===== config.mk =====
export PLATFORM = sky130hd
export DESIGN_NAME = stable_priority_queue
export DESIGN_NICKNAME = d
export VERILOG_FILES = /design/src/rtl/spq_pkg.sv /design/src/rtl/spq_cell.sv /design/src/rtl/stable_priority_queue.sv
export SDC_FILE = /design/constraint.sdc
export NUM_CORES = 1
export LEC_CHECK = 0
export ABC_AREA = 1
export ABC_CLOCK_PERIOD_IN_PS = 3650
export BUFFER_PORTS_ARGS = -buffer_cell sky130_fd_sc_hd__buf_2
export CELL_PAD_IN_SITES_DETAIL_PLACEMENT = 0
export CELL_PAD_IN_SITES_GLOBAL_PLACEMENT = 2
export CORE_UTILIZATION = 42
export DETAILED_ROUTE_END_ITERATION = 8
export PLACE_DENSITY_LB_ADDON = 0.1
export REMOVE_ABC_BUFFERS = 1
export SLEW_MARGIN = 20
export SYNTH_ARGS = -nofsm -noshare
export SYNTH_HDL_FRONTEND = slang
export SYNTH_HIERARCHICAL = 1
export SYNTH_SLANG_ARGS = --single-unit

===== constraint.sdc =====
create_clock -name i_clk -period 3.65 [get_ports i_clk]
set_input_delay 0.73 -clock i_clk [delete_from_list [all_inputs] [get_ports i_clk]]
set_output_delay 0.73 -clock i_clk [all_outputs]
set_load 0.01 [all_outputs]

===== src/rtl/spq_pkg.sv =====
// Shared types and constants for the stable priority queue.
// Used by every module in this folder; no dependencies of its own.
`timescale 1ns / 1ps

package spq_pkg;

    localparam logic [1:0] MAX_PRIO = 2'd3;

    typedef enum logic {
        CMD_ENQ = 1'b0,
        CMD_DEQ = 1'b1
    } t_cmd;

    typedef enum logic [1:0] {
        ST_DONE  = 2'd0,
        ST_EMPTY = 2'd1,
        ST_FULL  = 2'd2
    } t_status;

    typedef struct packed {
        logic [1:0] prio;
        logic [7:0] data;
    } t_entry;

    // Broadcast to every cell in the chain for the request being executed.
    typedef struct packed {
        logic   enq;
        logic   deq;
        t_entry new_entry;
    } t_cell_ctl;

endpackage


===== src/rtl/spq_cell.sv =====
// One storage cell of the sorted queue chain.
// Depends on spq_pkg for the entry and control types.
`timescale 1ns / 1ps

module spq_cell (
    input  logic                  i_clk,
    input  spq_pkg::t_cell_ctl    i_ctl,
    input  logic                  i_valid,
    input  logic                  i_prev_moves,
    input  spq_pkg::t_entry       i_left,
    input  spq_pkg::t_entry       i_right,
    output logic                  o_moves,
    output spq_pkg::t_entry       o_entry
);

    spq_pkg::t_entry r_entry;
    spq_pkg::t_entry n_entry;

    // A cell moves on insert when it is empty or holds a strictly larger
    // priority; the sorted order keeps these cells as a suffix of the chain.
    assign o_moves = !(i_valid && (r_entry.prio <= i_ctl.new_entry.prio));
    assign o_entry = r_entry;

    always_comb begin
        n_entry = r_entry;
        if (i_ctl.enq) begin
            if (o_moves && i_prev_moves) begin
                n_entry = i_left;
            end else if (o_moves) begin
                n_entry = i_ctl.new_entry;
            end
        end else if (i_ctl.deq) begin
            n_entry = i_right;
        end
    end

    always_ff @(posedge i_clk) begin
        r_entry <= n_entry;
    end

endmodule


===== src/rtl/stable_priority_queue.sv =====
// Stable priority queue: a chain of cells kept sorted by priority, FIFO within a priority.
// Each accepted request gives one result the next cycle; one per cycle unless results stall.
// All cells compare against the new item in parallel and shift by one place.
// Reset (i_rst_n low, synchronous) empties the queue and clears the result valid flag.
// Cell contents are not cleared; only entries below the fill count are ever read.
// Depends on spq_pkg and spq_cell.
`timescale 1ns / 1ps

module stable_priority_queue #(
    parameter int CAPACITY = 16
) (
    input  logic        i_clk,
    input  logic        i_rst_n,
    input  logic        i_s_tvalid,
    output logic        o_s_tready,
    input  logic [15:0] i_s_tdata,   // [7:0] item_data, [10:8] item_priority, [15:11] zero
    input  logic        i_s_tuser,   // [0] command
    output logic        o_m_tvalid,
    input  logic        i_m_tready,
    output logic [15:0] o_m_tdata,   // [7:0] out_data, [9:8] out_priority, [14:10] fill_count
    output logic [1:0]  o_m_tuser    // [1:0] status
);

    localparam int CW = $clog2(CAPACITY + 1);

    logic [CW-1:0]        r_count;
    logic [CW-1:0]        n_count;
    logic                 r_out_valid;
    logic                 n_out_valid;
    logic [15:0]          r_out_data;
    logic [15:0]          n_out_data;
    spq_pkg::t_status     r_out_status;
    spq_pkg::t_status     n_out_status;

    logic                 w_accept;
    logic                 w_full;
    logic                 w_empty;
    logic [1:0]           w_prio;
    spq_pkg::t_cmd        w_cmd;
    spq_pkg::t_cell_ctl   w_ctl;
    spq_pkg::t_entry      w_entry [CAPACITY];
    logic [CAPACITY-1:0]  w_moves;
    logic [CAPACITY-1:0]  w_valid;
    logic [31:0]          w_cnt32;

    assign o_s_tready = !r_out_valid || i_m_tready;
    assign w_accept   = i_s_tvalid && o_s_tready;
    assign w_cmd      = spq_pkg::t_cmd'(i_s_tuser);
    assign w_full     = (r_count == CW'(CAPACITY));
    assign w_empty    = (r_count == '0);
    assign w_prio     = (i_s_tdata[10:8] > 3'(spq_pkg::MAX_PRIO)) ? spq_pkg::MAX_PRIO
                                                                : i_s_tdata[9:8];

    assign w_ctl.enq            = w_accept && (w_cmd == spq_pkg::CMD_ENQ) && !w_full;
    assign w_ctl.deq            = w_accept && (w_cmd == spq_pkg::CMD_DEQ) && !w_empty;
    assign w_ctl.new_entry.prio = w_prio;
    assign w_ctl.new_entry.data = i_s_tdata[7:0];

    for (genvar g = 0; g < CAPACITY; g++) begin : g_cell
        assign w_valid[g] = (r_count > CW'(g));

        spq_cell u_cell (
            .i_clk        (i_clk),
            .i_ctl        (w_ctl),
            .i_valid      (w_valid[g]),
            .i_prev_moves ((g == 0) ? 1'b0 : w_moves[(g == 0) ? 0 : g - 1]),
            .i_left       (w_entry[(g == 0) ? 0 : g - 1]),
            .i_right      (w_entry[(g == CAPACITY - 1) ? g : g + 1]),
            .o_moves      (w_moves[g]),
            .o_entry      (w_entry[g])
        );
    end

    always_comb begin
        n_count      = r_count;
        n_out_valid  = r_out_valid && !i_m_tready;
        n_out_data   = r_out_data;
        n_out_status = r_out_status;
        w_cnt32      = 32'(r_count);
        if (w_ctl.enq) begin
            n_count = r_count + CW'(1);
        end else if (w_ctl.deq) begin
            n_count = r_count - CW'(1);
        end
        w_cnt32 = 32'(n_count);
        if (w_accept) begin
            n_out_valid = 1'b1;
            n_out_data  = {1'b0, w_cnt32[4:0], 10'd0};
            unique case (w_cmd)
                spq_pkg::CMD_ENQ: begin
                    n_out_status = w_full ? spq_pkg::ST_FULL : spq_pkg::ST_DONE;
                end
                spq_pkg::CMD_DEQ: begin
                    if (w_empty) begin
                        n_out_status = spq_pkg::ST_EMPTY;
                    end else begin
                        n_out_status     = spq_pkg::ST_DONE;
                        n_out_data[9:0]  = w_entry[0];
                    end
                end
                default: begin
                    n_out_status = spq_pkg::ST_DONE;
                end
            endcase
        end
    end

    always_ff @(posedge i_clk) begin
        if (!i_rst_n) begin
            r_count     <= '0;
            r_out_valid <= 1'b0;
        end else begin
            r_count     <= n_count;
            r_out_valid <= n_out_valid;
        end
        r_out_data   <= n_out_data;
        r_out_status <= n_out_status;
    end

    assign o_m_tvalid = r_out_valid;
    assign o_m_tdata  = r_out_data;
    assign o_m_tuser  = r_out_status;

    a_count_bound : assert property (@(posedge i_clk) disable iff (!i_rst_n)
        r_count <= CW'(CAPACITY))
        else $error("fill count exceeds capacity");

    a_head_sorted : assert property (@(posedge i_clk) disable iff (!i_rst_n)
        (r_count >= CW'(2)) |-> (w_entry[0].prio <= w_entry[1].prio))
        else $error("queue head is out of priority order");

    a_deq_count : assert property (@(posedge i_clk) disable iff (!i_rst_n)
        w_ctl.deq |=> (r_count == $past(r_count) - CW'(1)))
        else $error("dequeue did not shrink the queue by one");

    a_enq_full : assert property (@(posedge i_clk) disable iff (!i_rst_n)
        (w_accept && (w_cmd == spq_pkg::CMD_ENQ) && w_full) |=>
            ($stable(r_count) && (o_m_tuser == spq_pkg::ST_FULL)))
        else $error("enqueue on full queue was not dropped");

endmodule


==> flow_summary.ini <==
[status]
outcome = finished, final reports clean

[logic_synthesis]
ys_seq_area_share_pct = 34.15
synth.distinct_cells = 33
avgSynthCellArea_sq_um = 9.303
synth-edff-count = 177
synth.top_cell.area_share_pct = 33.39
ys_async_sr_fraction_pct = 0
yosys_warnings = 6
ys.flop_type = edfxtp_1
synthCells = 1711
synth_seq_cells = 183
netlist_area_sq_um = 15920
yosys.area.top_type = edfxtp_1
synth_area_leaders = edfxtp_1 (33%), inv_16 (18%), nand2_1 (13%), nand3_2 (9.2%), nand3_1 (5.7%)

[global_routing]
antenna_found_initial = 0
grt_overflow = 0
grt_pass1_wl_um = 58760
grtUsageTotal_pct = 19.54
grt_max_degree = 80
grt_pass1_vias = 10760

[die]
die_w_um = 196.7
pin_count = 41
die_h_um = 196.7
core_sq_um = 36960
start_util_pct = 43.07
num_rows = 70
die_area_sq_um = 38680

[layout]
final_cell_mix = nand2_1 (558), inv_1 (238), nand3_1 (181)
n_fill_cell = 3644
final_common_cell = nand2_1
area_growth_pct = 5.667
drive_gt1_share_pct = 26.55
antenna_cells = 0
fin_util_pct = 45.51
final_cells = 2263
finalNetCount = 1805

[clock_network]
max-clock-path-buffers = 2
cts_setup_buffers = 0
clockRootBuffer = clkbuf_16
htreeDepth = 4
cts_buffers = 17
path_clk_slew_ns = 0.07
cts.sinks = 183
insertion_delay_ns = 0.45
hold_buffers = 0
cts_tree = yes
cts-resized-gates = 0

[routing]
postRouteAntennaNets = 0
drtPass1Iterations = 7
wl_per_cell_um = 15.57
drtIter0Drc = 428
drt_wl_total_um = 35240
via_per_inst = 4.604
drc = 0
via_count = 10420

[setup_path]
cp.required_ns = 3.85
cp_max_fo = 29
crit_type = primary input to flop
r2r_slack_ns = 1.22
timing.rr.end = g_cell[5].u_cell/o_entry[6]
crit_path_start = i_s_tdata[10]
cp-endpoint = g_cell[5].u_cell/o_entry[6]
reg2reg_from = r_count[1]
cp.arrival_ns = 2.81
start_kind = primary input
reg2reg_depth = 10
endpoint_kind = flop

[sta]
setup_violations = 0
fin_ws_ns = 1.043
hold_viol_final = 0
final_max_slew_viol_count = 0
clock.fmax_mhz = 383.6
min_period_ns = 2.607
period_share_pct = 71.42
finalSetupTns_ns = 0
rsz0062_at_grt = false
tightest_slew_ns = 0.8220
fin_worst_skew_ns = 0.01392
slew_headroom_pct = 45.20

[placed_design]
post-place-ws_ns = 0.5627
dp.cells = 2231
portBuffers = 34
place.gp.congestion = 0.7639
hpwlAfterDp_um = 25390

[power_and_ir_drop]
peakVddDrop_mv = 0.3682
p_leak_nw = 8.535
power.total_mw = 8.200
power_per_cell_area_nw_per_um2 = 487.5

[worst_hold_path]
min_from = g_cell[15].u_cell/o_entry[6]
hp-class = flop to flop

[job]
max_cap_viol_count = 0
-- report_power, final --
group,total [mW],switching [mW],leakage (nW),internal [mW]
combinational,2.70,1.58,6.51,1.12
clock,1.97,0.885,0.285,1.08
sequential,3.54,0.769,1.73,2.77
-- logic make-up (layout without fill, tap and decap cells) --
logic type / after synthesis / after routing / share of synthesized area, %
XOR/XNOR: 1 / 1 / 0.05503
adder cells (fa/ha/maj): 38 / 38 / 2.987
AND/OR/NAND/NOR: 989 / 989 / 32.08
AO/OA/AOI/OAI: 32 / 32 / 1.266
other: 1 / 3 / 0.02356
buffers and inverters: 467 / 513 / 29.45
flip-flops: 183 / 183 / 34.15
-- critical path: stages --
cell and delay [ns]:
buf_2 0.10, or2_2 0.60, ha_1 0.43, nand2_1 0.06, nand2_2 0.09, nand2_4 0.22, nand2_2 0.31, nand2_1 0.08
nand3_1 0.10, nand2_1 0.05
-- synth_stat cells (17+ instances only) --
master / count
inv_16: 144
buf_4: 18
nand2_1: 558
nand3_2: 147
inv_2: 17
buf_12: 32
nand3_1: 181
inv_1: 238
nor2_1: 40
ha_1: 38
edfxtp_1: 177
nand2_2: 36
-- worst min-delay path by stage --
stage	cells past startpoint	to
6_report	2	g_cell[15].u_cell/o_entry[6]
3_5_place_dp	2	g_cell[15].u_cell/o_entry[6]
2_1_floorplan	2	g_cell[14].u_cell/o_entry[0]
5_1_grt	2	g_cell[15].u_cell/o_entry[7]
3_3_place_gp	2	g_cell[15].u_cell/o_entry[4]
4_1_cts	2	g_cell[15].u_cell/o_entry[6]
-- layer usage --
metal  global-route usage [%]  vias to the layer above  part of all wire, %
met5                        0                        -                    0
met4                    4.852                        0                 0.98
met3                    2.122                       16                  2.0
met2                    34.12                       75                   50
met1                    25.73                     4944                   47
li1                         -                     5384                    -
-- per-stage QoR --
step                instance area [sq um]  hold WS, ns
global placement                    16220       0.5403
floorplan                           15140       0.5204
finish                              16820       0.5600
detailed placement                  16220       0.5399
global route                        16820       0.5943
CTS                                 16820       0.5604
-- flip-flops by register name, summed over array words and instances (netlist names) --
name,cells
g_cell.u_cell/o_entry,160
o_m_tdata,15
r_count,5
o_m_tuser,2
o_m_tvalid,1
-- final cells by class --
type / count / area (sq um) / area share [%]
inverter: 416 / 3906 / 23.22
timing repair buffer: 65 / 440.4 / 2.618
sequential: 183 / 5435 / 32.31
clock buffer: 17 / 425.4 / 2.529
multi-input combinational: 1063 / 5803 / 34.50
clock inverter: 15 / 178.9 / 1.064
tap: 504 / 630.6 / 3.749
(Power assumes the default switching activity.)
